==> config.mk <==
export PLATFORM = sky130hd
export DESIGN_NAME = throttle_soft_start_conditioner_unit_flat
export DESIGN_NICKNAME = d
export VERILOG_FILES = /design/src/rtl/tssc_pkg.sv /design/src/rtl/tssc_if.sv /design/src/rtl/tssc_cell.sv /design/src/rtl/tssc_window.sv /design/src/rtl/throttle_soft_start_conditioner_unit.sv /design/src/flat_wrapper.sv
export SDC_FILE = /design/constraint.sdc
export NUM_CORES = 2
export LEC_CHECK = 0
export BUFFER_PORTS_ARGS = -buffer_cell sky130_fd_sc_hd__buf_2
export CORE_UTILIZATION = 65
export CTS_CLUSTER_DIAMETER = 30
export DETAILED_ROUTE_END_ITERATION = 10
export PLACE_DENSITY = 0.89
export SYNTH_ARGS = -nofsm -noshare
export SYNTH_HDL_FRONTEND = slang
export SYNTH_SLANG_ARGS = --single-unit
==> constraint.sdc <==
create_clock -name i_clk -period 8.1 [get_ports i_clk]
set_input_delay 0.405 -clock i_clk [delete_from_list [all_inputs] [get_ports i_clk]]
set_output_delay 0.405 -clock i_clk [all_outputs]
set_load 0.05 [all_outputs]
==> src/rtl/tssc_pkg.sv <==
// Shared widths, constants and helpers of the throttle soft-start conditioner.
package tssc_pkg;

    // Field widths
    localparam int SampleW   = 10;
    localparam int NowW      = 32;
    localparam int AngleW    = 9;
    localparam int ThrW      = 8;
    localparam int CurW      = 9;
    localparam int LimitW    = 8;
    localparam int IntervalW = 16;
    localparam int SweepW    = 6;
    localparam int CfgIdxW   = 2;
    localparam int CfgDataW  = 16;

    // Internal widths
    localparam int XAbsW = 9;   // |angle - 340|, at most 280
    localparam int MagW  = 15;  // |x| * gain, at most 26600
    localparam int QuoW  = 7;   // mapped magnitude, at most 95
    localparam int AbsW  = 7;   // |throttle|, at most 100
    localparam int ProdW = 15;  // |throttle| * limit, at most 25500
    localparam int CmagW = 8;   // current magnitude, at most 255

    typedef logic [SampleW-1:0]          t_sample;
    typedef logic [NowW-1:0]             t_ms;
    typedef logic [AngleW-1:0]           t_angle;
    typedef logic signed [ThrW-1:0]      t_thr;
    typedef logic signed [CurW-1:0]      t_cur;

    // Angle scaling: sample * 360 / 1024 == sample * 45 >> 7
    localparam int AngleMax = 359;
    localparam int AngleMul = 45;
    localparam int AngleSh  = 7;

    // Linear map 340 -> 60 over a span of 280
    localparam t_angle AngleFloor = 9'd60;
    localparam t_angle MapTop     = 9'd340;
    localparam logic [6:0] GainStart = 7'd85;   // 100 - 15
    localparam logic [6:0] GainRun   = 7'd95;   // 100 - 5
    localparam t_thr LoStart = 8'sd15;
    localparam t_thr LoRun   = 8'sd5;
    // floor(m / 280) == (m * 29960) >> 23 for m below 2^15
    localparam int MapRecip = 29960;
    localparam int MapSh    = 23;
    // floor(p / 100) == (p * 5243) >> 19 for p below 2^15
    localparam int PctRecip = 5243;
    localparam int PctSh    = 19;

    // Average: floor(sum / depth) by reciprocal
    localparam int AvgSh = 22;

    // Start-up sweep
    localparam logic [SweepW-1:0] SweepStart = 6'd40;
    localparam logic [SweepW-1:0] SweepEnd   = 6'd50;
    localparam t_ms StepMs = 32'd100;

    // Register indexes and reset values
    localparam logic [CfgIdxW-1:0] REG_CURRENT_LIMIT = 2'd0;
    localparam logic [CfgIdxW-1:0] REG_WRITE_INTERVAL = 2'd1;
    localparam logic [CfgIdxW-1:0] REG_NEUTRAL_ANGLE = 2'd2;
    localparam logic [LimitW-1:0]    RstCurrentLimit = 8'd100;
    localparam logic [IntervalW-1:0] RstWriteInterval = 16'd10;
    localparam t_angle               RstNeutralAngle = 9'd335;

    function automatic int sum_w(input int depth);
        return $clog2(AngleMax * depth + 1);
    endfunction

endpackage

==> src/rtl/tssc_if.sv <==
// Item channels of the throttle soft-start conditioner: input, result, register write.
interface tssc_in_if;
    import tssc_pkg::*;
    logic    valid;
    logic    ready;
    t_sample sample;
    logic    reverse_switch;
    t_ms     now_ms;
    modport source(output valid, sample, reverse_switch, now_ms, input ready);
    modport sink(input valid, sample, reverse_switch, now_ms, output ready);
endinterface

interface tssc_out_if;
    import tssc_pkg::*;
    logic   valid;
    logic   ready;
    logic   send;
    t_cur   current;
    t_thr   throttle_percent;
    logic   reverse_active;
    logic   sweeping;
    t_angle avg_angle;
    modport source(output valid, send, current, throttle_percent, reverse_active,
                   sweeping, avg_angle, input ready);
    modport sink(input valid, send, current, throttle_percent, reverse_active,
                 sweeping, avg_angle, output ready);
endinterface

interface tssc_cfg_if;
    import tssc_pkg::*;
    logic                valid;
    logic                ready;
    logic [CfgIdxW-1:0]  index;
    logic [CfgDataW-1:0] data;
    modport source(output valid, index, data, input ready);
    modport sink(input valid, index, data, output ready);
endinterface

==> src/rtl/tssc_cell.sv <==
// One window cell: holds one angle and passes it to its neighbor on each item.
module tssc_cell (
    input  logic              i_clk,
    input  logic              i_rst_n,
    input  logic              i_en,
    input  tssc_pkg::t_angle  i_d,
    output tssc_pkg::t_angle  o_q
);
    import tssc_pkg::*;

    t_angle r_q;

    always_ff @(posedge i_clk) begin
        if (!i_rst_n) begin
            r_q <= '0;
        end else if (i_en) begin
            r_q <= i_d;
        end
    end

    assign o_q = r_q;
endmodule

==> src/rtl/tssc_window.sv <==
// Sliding angle window: sample scaling, chain of cells and running sum.
module tssc_window #(
    parameter int DEPTH = 50
) (
    input  logic                                i_clk,
    input  logic                                i_rst_n,
    input  logic                                i_shift,
    input  tssc_pkg::t_sample                   i_sample,
    output logic [tssc_pkg::sum_w(DEPTH)-1:0]   o_sum
);
    import tssc_pkg::*;

    localparam int SumW = sum_w(DEPTH);
    localparam int ScW  = SampleW + 6;

    logic [ScW-1:0]  w_scaled;
    t_angle          w_tap [0:DEPTH];
    logic [SumW-1:0] r_sum;
    logic [SumW-1:0] n_sum;

    assign w_scaled = ScW'(i_sample) * ScW'(AngleMul);
    assign w_tap[0] = w_scaled[AngleSh +: AngleW];

    for (genvar k = 0; k < DEPTH; k++) begin : g_cell
        tssc_cell u_cell (
            .i_clk  (i_clk),
            .i_rst_n(i_rst_n),
            .i_en   (i_shift),
            .i_d    (w_tap[k]),
            .o_q    (w_tap[k+1])
        );
    end

    // oldest angle drops out, new one comes in
    assign n_sum = r_sum - SumW'(w_tap[DEPTH]) + SumW'(w_tap[0]);

    always_ff @(posedge i_clk) begin
        if (!i_rst_n) begin
            r_sum <= '0;
        end else if (i_shift) begin
            r_sum <= n_sum;
        end
    end

    assign o_sum = r_sum;
endmodule

==> src/rtl/throttle_soft_start_conditioner_unit.sv <==
// Throttle soft-start conditioner: one item per cycle unless output backpressure stalls
// it. Each item takes one slot in a six-stage pipeline plus the result register,
// with direction/sweep/gate state updated at the result.
// Stages stall independently, so bubbles are squeezed out under output backpressure.
// Synchronous active-low reset: window cells and sum cleared, forward, stopped,
// sweep at 40 A, time references zero, registers to their default values.
module throttle_soft_start_conditioner_unit #(
    parameter int WINDOW_DEPTH = 50
) (
    input  logic        i_clk,
    input  logic        i_rst_n,
    tssc_cfg_if.sink    i_cfg,
    tssc_in_if.sink     i_in,
    tssc_out_if.source  o_out
);
    import tssc_pkg::*;

    localparam int SumW     = sum_w(WINDOW_DEPTH);
    localparam int RecipW   = AvgSh + 1;
    localparam int AvgProdW = SumW + RecipW;
    localparam logic [RecipW-1:0] AvgRecip =
        RecipW'(((2 ** AvgSh) + WINDOW_DEPTH - 1) / WINDOW_DEPTH);
    localparam int MapProdW = MagW + 15;
    localparam int PctProdW = ProdW + 13;

    // Everything an item carries down the pipeline; each stage fills in its part.
    typedef struct packed {
        logic             sw;
        t_ms              now;
        t_angle           avg;
        logic             avg_neutral;   // unclamped average above neutral
        logic             ang_neutral;   // clamped angle above neutral
        logic             xpos;          // clamped angle above 340
        logic [MagW-1:0]  m15;
        logic [MagW-1:0]  m5;
        t_thr             v15;           // forward throttle, from stop
        t_thr             v5;            // forward throttle, running
        logic [ProdW-1:0] p15;
        logic [ProdW-1:0] p5;
        t_cur             c15;           // forward current, from stop
        t_cur             c5;            // forward current, running
    } t_pipe;

    // ---------------- configuration registers ----------------
    logic [LimitW-1:0]    r_current_limit;
    logic [IntervalW-1:0] r_write_interval;
    t_angle               r_neutral_angle;

    assign i_cfg.ready = 1'b1;

    always_ff @(posedge i_clk) begin
        if (!i_rst_n) begin
            r_current_limit  <= RstCurrentLimit;
            r_write_interval <= RstWriteInterval;
            r_neutral_angle  <= RstNeutralAngle;
        end else if (i_cfg.valid) begin
            case (i_cfg.index)
                REG_CURRENT_LIMIT:  r_current_limit  <= i_cfg.data[LimitW-1:0];
                REG_WRITE_INTERVAL: r_write_interval <= i_cfg.data[IntervalW-1:0];
                REG_NEUTRAL_ANGLE:  r_neutral_angle  <= i_cfg.data[AngleW-1:0];
                default: ;  // unknown index: ignored
            endcase
        end
    end

    // ---------------- pipeline flow control ----------------
    // Stage k loads whenever it is empty or its content moves on.
    logic [6:1] r_vld;
    t_pipe      r_st [1:6];
    t_pipe      n_st [1:6];
    logic [7:1] rdy;
    logic       r_out_valid;
    logic       w_accept;
    logic       w_commit;

    always_comb begin
        rdy[7] = !r_out_valid || o_out.ready;
        for (int k = 6; k >= 1; k--) begin
            rdy[k] = !r_vld[k] || rdy[k+1];
        end
    end

    assign i_in.ready = rdy[1];
    assign w_accept   = i_in.valid && rdy[1];
    assign w_commit   = r_vld[6] && rdy[7];

    always_ff @(posedge i_clk) begin
        if (!i_rst_n) begin
            r_vld <= '0;
        end else begin
            if (rdy[1]) r_vld[1] <= i_in.valid;
            for (int k = 2; k <= 6; k++) begin
                if (rdy[k]) r_vld[k] <= r_vld[k-1];
            end
        end
    end

    always_ff @(posedge i_clk) begin
        for (int k = 1; k <= 6; k++) begin
            if (rdy[k]) r_st[k] <= n_st[k];
        end
    end

    // ---------------- stage 1: window update ----------------
    // The cell chain shifts on accept; its sum then belongs to the item in stage 1.
    logic [SumW-1:0] w_sum;

    tssc_window #(
        .DEPTH(WINDOW_DEPTH)
    ) u_window (
        .i_clk   (i_clk),
        .i_rst_n (i_rst_n),
        .i_shift (w_accept),
        .i_sample(i_in.sample),
        .o_sum   (w_sum)
    );

    always_comb begin
        n_st[1]     = '0;
        n_st[1].sw  = i_in.reverse_switch;
        n_st[1].now = i_in.now_ms;
    end

    // ---------------- stage 2: average by reciprocal ----------------
    logic [AvgProdW-1:0] w_avg_prod;

    assign w_avg_prod = AvgProdW'(w_sum) * AvgProdW'(AvgRecip);

    always_comb begin
        n_st[2]     = r_st[1];
        n_st[2].avg = w_avg_prod[AvgSh +: AngleW];
    end

    // ---------------- stage 3: clamp, neutral tests, map numerators ----------------
    t_angle           w_ang;
    logic [XAbsW-1:0] w_xabs;

    always_comb begin
        w_ang  = (r_st[2].avg < AngleFloor) ? AngleFloor : r_st[2].avg;
        w_xabs = (w_ang > MapTop) ? (w_ang - MapTop) : (MapTop - w_ang);
        n_st[3]             = r_st[2];
        n_st[3].avg_neutral = r_st[2].avg > r_neutral_angle;
        n_st[3].ang_neutral = w_ang > r_neutral_angle;
        n_st[3].xpos        = w_ang > MapTop;
        n_st[3].m15         = MagW'(w_xabs) * MagW'(GainStart);
        n_st[3].m5          = MagW'(w_xabs) * MagW'(GainRun);
    end

    // ---------------- stage 4: divide by 280, add start offset ----------------
    // The sign of (angle - 340) flips the truncated quotient; reverse is the negation.
    logic [MapProdW-1:0] w_q15_prod;
    logic [MapProdW-1:0] w_q5_prod;
    t_thr                w_q15;
    t_thr                w_q5;

    assign w_q15_prod = MapProdW'(r_st[3].m15) * MapProdW'(MapRecip);
    assign w_q5_prod  = MapProdW'(r_st[3].m5) * MapProdW'(MapRecip);
    assign w_q15      = t_thr'({1'b0, w_q15_prod[MapSh +: QuoW]});
    assign w_q5       = t_thr'({1'b0, w_q5_prod[MapSh +: QuoW]});

    always_comb begin
        n_st[4]     = r_st[3];
        n_st[4].v15 = r_st[3].xpos ? (LoStart - w_q15) : (LoStart + w_q15);
        n_st[4].v5  = r_st[3].xpos ? (LoRun - w_q5) : (LoRun + w_q5);
    end

    // ---------------- stage 5: |throttle| * limit ----------------
    t_thr w_a15;
    t_thr w_a5;

    assign w_a15 = r_st[4].v15[ThrW-1] ? -r_st[4].v15 : r_st[4].v15;
    assign w_a5  = r_st[4].v5[ThrW-1] ? -r_st[4].v5 : r_st[4].v5;

    always_comb begin
        n_st[5]     = r_st[4];
        n_st[5].p15 = ProdW'(w_a15[AbsW-1:0]) * ProdW'(r_current_limit);
        n_st[5].p5  = ProdW'(w_a5[AbsW-1:0]) * ProdW'(r_current_limit);
    end

    // ---------------- stage 6: divide by 100, restore sign ----------------
    logic [PctProdW-1:0] w_c15_prod;
    logic [PctProdW-1:0] w_c5_prod;
    t_cur                w_cm15;
    t_cur                w_cm5;

    assign w_c15_prod = PctProdW'(r_st[5].p15) * PctProdW'(PctRecip);
    assign w_c5_prod  = PctProdW'(r_st[5].p5) * PctProdW'(PctRecip);
    assign w_cm15     = t_cur'({1'b0, w_c15_prod[PctSh +: CmagW]});
    assign w_cm5      = t_cur'({1'b0, w_c5_prod[PctSh +: CmagW]});

    always_comb begin
        n_st[6]     = r_st[5];
        n_st[6].c15 = r_st[5].v15[ThrW-1] ? -w_cm15 : w_cm15;
        n_st[6].c5  = r_st[5].v5[ThrW-1] ? -w_cm5 : w_cm5;
    end

    // ---------------- result stage: direction, sweep, write gate ----------------
    logic              r_dir_reverse;
    logic              r_stopped;
    logic [SweepW-1:0] r_sweep_amps;
    t_ms               r_last_step;
    t_ms               r_write_ref;

    logic              n_dir_reverse;
    logic              n_stopped;
    logic [SweepW-1:0] n_sweep_amps;
    t_ms               n_last_step;
    t_ms               n_write_ref;

    t_thr w_thr_fwd;
    t_cur w_cur_fwd;
    t_thr w_thr;
    t_cur w_cur_norm;
    t_cur w_cur;
    logic w_stop_mid;
    logic w_sweep;
    logic w_send;
    t_ms  w_step_gap;
    t_ms  w_gate_gap;

    always_comb begin
        // direction latches on the unclamped average only
        n_dir_reverse = r_st[6].avg_neutral ? !r_st[6].sw : r_dir_reverse;

        w_thr_fwd  = r_stopped ? r_st[6].v15 : r_st[6].v5;
        w_cur_fwd  = r_stopped ? r_st[6].c15 : r_st[6].c5;
        w_thr      = n_dir_reverse ? -w_thr_fwd : w_thr_fwd;
        w_cur_norm = n_dir_reverse ? -w_cur_fwd : w_cur_fwd;
        w_stop_mid = r_stopped;
        if (r_st[6].ang_neutral) begin
            // neutral: zero throttle, back to stopped
            w_thr      = '0;
            w_cur_norm = '0;
            w_stop_mid = 1'b1;
        end

        w_step_gap = r_st[6].now - r_last_step;
        w_gate_gap = r_st[6].now - r_write_ref;
        w_sweep    = w_stop_mid && (w_thr != '0) && (w_step_gap > StepMs);
        w_send     = w_gate_gap >= NowW'(r_write_interval);

        // sweep current is positive whatever the direction
        w_cur = w_sweep ? t_cur'({3'b000, r_sweep_amps}) : w_cur_norm;

        n_write_ref  = w_send ? (r_write_ref + NowW'(r_write_interval)) : r_write_ref;
        n_last_step  = r_last_step;
        n_sweep_amps = r_sweep_amps;
        n_stopped    = w_stop_mid;
        if (w_sweep) begin
            n_last_step = r_st[6].now;
            if (r_sweep_amps == SweepEnd) begin
                // last step done: running from now on
                n_sweep_amps = SweepStart;
                n_stopped    = 1'b0;
            end else begin
                n_sweep_amps = r_sweep_amps + SweepW'(1);
            end
        end
    end

    always_ff @(posedge i_clk) begin
        if (!i_rst_n) begin
            r_dir_reverse <= 1'b0;
            r_stopped     <= 1'b1;
            r_sweep_amps  <= SweepStart;
            r_last_step   <= '0;
            r_write_ref   <= '0;
        end else if (w_commit) begin
            r_dir_reverse <= n_dir_reverse;
            r_stopped     <= n_stopped;
            r_sweep_amps  <= n_sweep_amps;
            r_last_step   <= n_last_step;
            r_write_ref   <= n_write_ref;
        end
    end

    // ---------------- result register ----------------
    logic   r_send;
    t_cur   r_current;
    t_thr   r_throttle;
    logic   r_reverse;
    logic   r_sweeping;
    t_angle r_avg;

    always_ff @(posedge i_clk) begin
        if (!i_rst_n) begin
            r_out_valid <= 1'b0;
        end else if (rdy[7]) begin
            r_out_valid <= r_vld[6];
        end
    end

    always_ff @(posedge i_clk) begin
        if (w_commit) begin
            r_send     <= w_send;
            r_current  <= w_cur;
            r_throttle <= w_thr;
            r_reverse  <= n_dir_reverse;
            r_sweeping <= w_sweep;
            r_avg      <= r_st[6].avg;
        end
    end

    assign o_out.valid            = r_out_valid;
    assign o_out.send             = r_send;
    assign o_out.current          = r_current;
    assign o_out.throttle_percent = r_throttle;
    assign o_out.reverse_active   = r_reverse;
    assign o_out.sweeping         = r_sweeping;
    assign o_out.avg_angle        = r_avg;
endmodule

==> src/flat_wrapper.sv <==
// flat-port wrapper written by rule: the top's interface ports become plain ports
module throttle_soft_start_conditioner_unit_flat import tssc_pkg::*;
#(
    parameter int WINDOW_DEPTH = 50
)
  (i_clk, i_rst_n, i_cfg_valid, i_cfg_index, i_cfg_data, i_cfg_ready, i_in_valid, i_in_sample, i_in_reverse_switch, i_in_now_ms, i_in_ready, o_out_valid, o_out_send, o_out_current, o_out_throttle_percent, o_out_reverse_active, o_out_sweeping, o_out_avg_angle, o_out_ready);
  tssc_cfg_if i_cfg_i ();
  tssc_in_if i_in_i ();
  tssc_out_if o_out_i ();
  input  logic i_clk;
  input  logic i_rst_n;
  input wire logic [$bits(i_cfg_i.valid)-1:0] i_cfg_valid;
  input wire logic [$bits(i_cfg_i.index)-1:0] i_cfg_index;
  input wire logic [$bits(i_cfg_i.data)-1:0] i_cfg_data;
  output wire logic [$bits(i_cfg_i.ready)-1:0] i_cfg_ready;
  input wire logic [$bits(i_in_i.valid)-1:0] i_in_valid;
  input wire logic [$bits(i_in_i.sample)-1:0] i_in_sample;
  input wire logic [$bits(i_in_i.reverse_switch)-1:0] i_in_reverse_switch;
  input wire logic [$bits(i_in_i.now_ms)-1:0] i_in_now_ms;
  output wire logic [$bits(i_in_i.ready)-1:0] i_in_ready;
  output wire logic [$bits(o_out_i.valid)-1:0] o_out_valid;
  output wire logic [$bits(o_out_i.send)-1:0] o_out_send;
  output wire logic [$bits(o_out_i.current)-1:0] o_out_current;
  output wire logic [$bits(o_out_i.throttle_percent)-1:0] o_out_throttle_percent;
  output wire logic [$bits(o_out_i.reverse_active)-1:0] o_out_reverse_active;
  output wire logic [$bits(o_out_i.sweeping)-1:0] o_out_sweeping;
  output wire logic [$bits(o_out_i.avg_angle)-1:0] o_out_avg_angle;
  input wire logic [$bits(o_out_i.ready)-1:0] o_out_ready;
  assign i_cfg_i.valid = i_cfg_valid;
  assign i_cfg_i.index = i_cfg_index;
  assign i_cfg_i.data = i_cfg_data;
  assign i_cfg_ready = i_cfg_i.ready;
  assign i_in_i.valid = i_in_valid;
  assign i_in_i.sample = i_in_sample;
  assign i_in_i.reverse_switch = i_in_reverse_switch;
  assign i_in_i.now_ms = i_in_now_ms;
  assign i_in_ready = i_in_i.ready;
  assign o_out_valid = o_out_i.valid;
  assign o_out_send = o_out_i.send;
  assign o_out_current = o_out_i.current;
  assign o_out_throttle_percent = o_out_i.throttle_percent;
  assign o_out_reverse_active = o_out_i.reverse_active;
  assign o_out_sweeping = o_out_i.sweeping;
  assign o_out_avg_angle = o_out_i.avg_angle;
  assign o_out_i.ready = o_out_ready;
  throttle_soft_start_conditioner_unit #(.WINDOW_DEPTH(WINDOW_DEPTH)) u_core (.i_clk(i_clk), .i_rst_n(i_rst_n), .i_cfg(i_cfg_i), .i_in(i_in_i), .o_out(o_out_i));
endmodule
Word-level counts from Yosys, hierarchy flattened:

Memories as Yosys holds them, arrays and structs flattened.
Cells that the tools add are included.

* register bits after elaboration: 606
* memory bits (writable): 834
* input port bits: 66
* logic and storage cells: 170
* memories: 1

Memories
* u_core.r_st: depth 6, bits a word 139, rd ports 6, clocked after Yosys merged registers in 0, wr ports 6, line throttle_soft_start_conditioner_unit.sv:69 `t_pipe r_st [1:6];`

* $add $sub $neg: 18
* multiply operators: 10
* order comparisons: 6
* equality and inequality tests: 3
* multiplexer cells: 32
* reduce and logical (&&, ||, !) cells: 27

Operators with widths (number)
* 32-bit subtractor: 2
* 15-bit by 12-bit multiplier with 27-bit output, second input constant: 2
* 15-bit by 13-bit multiplier with 27-bit output, second input constant: 2
* 9-bit two-way mux: 6
* 8-bit two-way mux: 5
* 32-bit by 16-bit adder with 32-bit output: 1
* 32-bit by 16-bit greater-or-equal comparator with 1-bit output: 1
* 32-bit by 7-bit > comparator with 1-bit output, second input constant: 1
* 15-bit by 17-bit multiplier with 31-bit output, second input constant: 1
* 7-bit by 9-bit multiplier with 15-bit output: 2
* 9-bit by 7-bit multiplier with 15-bit output, second input constant: 2
* 9-bit > comparator: 2
* 6-bit two-way mux: 3
* 8-bit negator with 9-bit output: 2
* 10-bit by 6-bit multiplier with 16-bit output, second input constant: 1
* 1-bit two-way mux: 16
* 15-bit by 9-bit adder with 15-bit output: 1
* 15-bit by 9-bit subtractor with 15-bit output: 1
* 7-bit two-way mux: 2
* 7-bit negator: 2
* 2-bit AND reduction: 5
* 9-bit > comparator, second input constant: 1
* 9-bit by 6-bit less-than comparator with 1-bit output, second input constant: 1
* 9-bit negator: 1
* other kinds (17): 33

Logic depth before layout (Yosys ltp):

* word-level depth: 10
* mapped depth: 32
* gate-level depth less buffers: 30

Hierarchy:

A second synthesis with hierarchy kept.

* cell total of the unflattened synthesis: 6002
* area, all modules: 64942.3 um^2

By module, submodules not included
* throttle_soft_start_conditioner_unit: instances 1, cells each 4308, area an instance 45602.5 um^2
* tssc_cell: instances 50, cells each 28, area an instance 337.8 um^2
* tssc_window: instances 1, cells each 294, area an instance 2448.6 um^2

Worst setup path after synthesis:

Ideal clock, no wire load.

* kind: reg2reg
* start point: memory u_core.r_st[2][103] in the netlist's numbering
* end point: memory u_core.r_st[3][76] in the netlist's numbering (data pin)
* setup time: 0.258 ns
* data arrival time: 6.771 ns
* slack: 1.071 ns
* cell stages (with the launch flop): 30
* path buffers: 2
* clock period less this slack: 7.029 ns
* path through: edfxtp_1 > clkbuf_1 > nor3_1 > nand2_1 > nand2_1 > ha_1 > nand2_1 > or4b_2 > o21ai_0 > clkbuf_1 > inv_1 > o21a_1 > a31oi_1 > xnor2_1 > inv_1 > fa_1 > fa_1 > inv_1 > fa_1 > inv_1 > fa_1 > inv_1 > ha_1 > a21oi_1 > o21bai_1 > a21oi_1 > nor2b_1 > o21ai_0 > nor2b_1 > xnor2_1

RTL lines (line)
* start, declared: throttle_soft_start_conditioner_unit.sv:69

==> flow_metrics.env <==
export IMPL_run_status="completed"
export IMPL_layout_filler_cells=5911
export IMPL_layout_area_overhead_vs_synth_pct=13.00
export IMPL_die_area_mm2=0.09885
export IMPL_fraction_of_layout_cells_with_a_size_suffix_above_1=0.07276
export IMPL_max_clock_path_buffers=3
export IMPL_clock_insertion_delay_worst_skew_ps=820
export IMPL_antenna_found_initial=9
export IMPL_worst_slew_pin_slew_ps=1216
export IMPL_wl_per_cell_um=19.13
export IMPL_die_height_um=314.4
export IMPL_setup_viol_count_final=0
export IMPL_period_utilization=0.9030
export IMPL_mappedNetlistNets=7828
export IMPL_synth_top_flop_cell="sky130_fd_sc_hd__dfxtp_1"
export IMPL_most_common_layout_cells="1154 x sky130_fd_sc_hd__nand2_1, 893 x sky130_fd_sc_hd__inv_1, 756 x sky130_fd_sc_hd__ha_1"
export IMPL_synthCells=6580
export IMPL_avgSynthCellArea_um2=9.641
export IMPL_finalCriticalPeriod_ps=7315
export IMPL_ys_types=92
export IMPL_reg2reg_path_depth=27
export IMPL_final_max_slew_viol_count=0
export IMPL_finalHoldViolCount=0
export IMPL_dr_pass1_iters=9
export IMPL_gp_congestion=0.9375
export IMPL_finalNetCount=7936
export IMPL_max_slew_margin=0.1872
export IMPL_drc=0
export IMPL_min_path_type="input port to register"
export IMPL_synthArstFlopShare=0
export IMPL_clock_fmax_mhz=136.7
export IMPL_grt_first_pass_wirelength_um=250400
export IMPL_grt_util_all_layers=0.3153
export IMPL_initial_utilization=0.6560
export IMPL_clkSinkCount=983
export IMPL_holdPathStages=3
export IMPL_yosysSeqAreaShare=0.3743
export IMPL_cts_buffers=176
export IMPL_grt_start_max_net_pins=244
export IMPL_globalRouteOverflowTotal=0
export IMPL_cp_data_arrival_time_ps=7850
export IMPL_critical_path_class="register to register"
export IMPL_placeableCoreArea_mm2=0.09671
export IMPL_cts_root_buffer="sky130_fd_sc_hd__clkbuf_16"
export IMPL_number_of_enable_flip_flop_cells_after_synthesis=406
export IMPL_rsz_0062_raised_after_global_routing="no"
export IMPL_ios=98
export IMPL_clk_pin_slew_worst_paths_ps=50
export IMPL_ctsHtreeMaxLevel=4
export IMPL_clock_tree_from_tritoncts="done"
export IMPL_routed_via_count=48240
export IMPL_postRouteAntennaNets=0
export IMPL_detailedRoute_firstIterationViolations=4289
export IMPL_critPathMaxFanout=10
export IMPL_critical_path_endpoint_type="register"
export IMPL_yosysWarnings=0
export IMPL_ys_seq_elements=983
export IMPL_kind_of_start_point_of_the_critical_path="register"
export IMPL_max_cap_violations=0
export IMPL_critical_path_required_ps=8630
export IMPL_timing_setup_tns_ps=0
export IMPL_syn_area_mm2=0.06344
export IMPL_die_w_um=314.4
export IMPL_totalWireLength_um=155500
export IMPL_core_rowCount=114
export IMPL_detail_routed_via_count_per_cell=5.936
export IMPL_number_of_global_route_vias_before_repair=50170
export IMPL_io_buffer_count=96
export IMPL_post_route_skew_ps=97.42
export IMPL_layout_cells_most_common="sky130_fd_sc_hd__nand2_1"
export IMPL_place_hpwl_um=103300
[cell usage after synthesis, types with 33 or more instances]
master / count / share of area
sky130_fd_sc_hd__nand3_1: 80 / 0.0063
sky130_fd_sc_hd__o21ai_0: 117 / 0.0092
sky130_fd_sc_hd__xnor2_1: 155 / 0.021
sky130_fd_sc_hd__nand2_1: 1156 / 0.068
sky130_fd_sc_hd__fa_1: 426 / 0.13
sky130_fd_sc_hd__inv_1: 897 / 0.053
sky130_fd_sc_hd__clkbuf_1: 224 / 0.013
sky130_fd_sc_hd__edfxtp_1: 406 / 0.19
sky130_fd_sc_hd__o31ai_1: 50 / 0.0059
sky130_fd_sc_hd__o21a_1: 51 / 0.0060
sky130_fd_sc_hd__mux2i_1: 51 / 0.0080
sky130_fd_sc_hd__a21o_1: 51 / 0.0060
sky130_fd_sc_hd__nand4_1: 36 / 0.0036
sky130_fd_sc_hd__dfxtp_1: 577 / 0.18
sky130_fd_sc_hd__nor2_1: 213 / 0.013
sky130_fd_sc_hd__xor2_1: 50 / 0.0069
sky130_fd_sc_hd__ha_1: 756 / 0.15
sky130_fd_sc_hd__nand2b_1: 33 / 0.0033
sky130_fd_sc_hd__nor2b_1: 34 / 0.0034
sky130_fd_sc_hd__and2_1: 70 / 0.0069
sky130_fd_sc_hd__a21oi_1: 668 / 0.053
sky130_fd_sc_hd__nor3_1: 62 / 0.0049
[cell type report]
class,instances,area (um^2),area share
antenna,7,17.52,0.0002444
clock inverter,139,1684,0.02349
multi-input combinational,4451,35420,0.4941
inverter,900,3387,0.04725
tap,1276,1597,0.02227
timing repair buffer,176,1256,0.01752
sequential,983,23740,0.3312
clock buffer,195,4579,0.06388
[worst max-delay path, cell delays in order (launching register included)]
cell and delay (ps):
sky130_fd_sc_hd__edfxtp_1 550, sky130_fd_sc_hd__nor3_2 360, sky130_fd_sc_hd__nand2_1 120, sky130_fd_sc_hd__nand2_1 150, sky130_fd_sc_hd__ha_1 210, sky130_fd_sc_hd__nand2_1 120, sky130_fd_sc_hd__or4b_2 640, sky130_fd_sc_hd__o21ai_1 310
sky130_fd_sc_hd__buf_4 210, sky130_fd_sc_hd__o21ai_0 320, sky130_fd_sc_hd__ha_1 470, sky130_fd_sc_hd__inv_1 90, sky130_fd_sc_hd__fa_1 620, sky130_fd_sc_hd__inv_1 60, sky130_fd_sc_hd__ha_1 350, sky130_fd_sc_hd__inv_1 80
sky130_fd_sc_hd__fa_1 500, sky130_fd_sc_hd__inv_1 50, sky130_fd_sc_hd__ha_1 330, sky130_fd_sc_hd__o21ai_0 140, sky130_fd_sc_hd__a21boi_0 190, sky130_fd_sc_hd__o21ai_0 290, sky130_fd_sc_hd__a21boi_0 170, sky130_fd_sc_hd__o21ai_0 190
sky130_fd_sc_hd__nand2b_1 110, sky130_fd_sc_hd__a21o_1 190, sky130_fd_sc_hd__a21oi_1 170, sky130_fd_sc_hd__xnor2_1 80
[through the flow]
step | util | std cells | hold WS (ps) | cell area [um^2] | setup WS (ps)
final | 0.7413 | 8127 | 56.17 | 71690 | 785.5
after global routing | 0.7411 | 8121 | 56.21 | 71670 | 149.5
after CTS | 0.7410 | 8120 | 29.03 | 71660 | 425.4
after detailed placement | 0.6711 | 7736 | 404.5 | 64900 | 666.5
after global placement | 0.6711 | 7736 | 400.2 | 64900 | 800.3
after floorplan | - | 6580 | 400.3 | 63440 | 1071
[flip-flops by register name (all words and copies together), names as in the netlist, 9 cells and up]
register	count
u_core.o_out.current	9
u_core.r_write_interval	16
u_core.u_window.g_cell.u_cell.o_q	450
u_core.r_neutral_angle	9
u_core.u_window.o_sum	15
u_core.r_st	377
u_core.r_last_step	32
u_core.o_out.avg_angle	9
u_core.r_write_ref	32
[repair_timing]
| item | 4_1_cts | 5_1_grt |
|---|---|---|
| gates resized for setup | 0 | 2 |
| hold buffers | 50 | 0 |
| setup endpoints to repair | 0 | 1 |
| hold endpoints to repair | 66 | 0 |
| buffers inserted | 0 | 0 |
[final timing paths]
| check | start | to | slack (ps) |
|---|---|---|---|
| max | u_core.r_st[2][103] | u_core.r_st[3][93] | 790 |
| min | i_in_valid | u_core.r_vld[1] | 60 |
| max reg2reg | u_core.r_st[2][103] | u_core.r_st[3][93] | 790 |
| min reg2reg | u_core.r_st[3][115] | u_core.r_st[4][115] | 360 |
[kinds of logic (layout without fill, tap and decap cells)]
kind of cell,Yosys count,after routing,synth area share
adder cells (fa/ha/maj),1182,1182,0.2835
XOR/XNOR,205,205,0.02830
flip-flops,983,983,0.3743
other,1,8,0.00005911
buffers and inverters,1146,1410,0.06826
multiplexers,56,56,0.008935
AO/OA/AOI/OAI,1174,1174,0.1106
AND/OR/NAND/NOR,1833,1833,0.1261
[layer usage]
| layer | vias to the layer above | global-route usage | routed length (um) |
|---|---|---|---|
| met5 | - | 0 | 48 |
| met1 | 23330 | 0.3690 | 59180 |
| met2 | 2093 | 0.5564 | 77960 |
| met3 | 581 | 0.05863 | 11090 |
| met4 | 8 | 0.1509 | 7198 |
| li1 | 22230 | - | - |
Power is left out: the tool's default activity adds up to more than one toggle a clock period on the data nets, which glitch-free logic cannot reach.
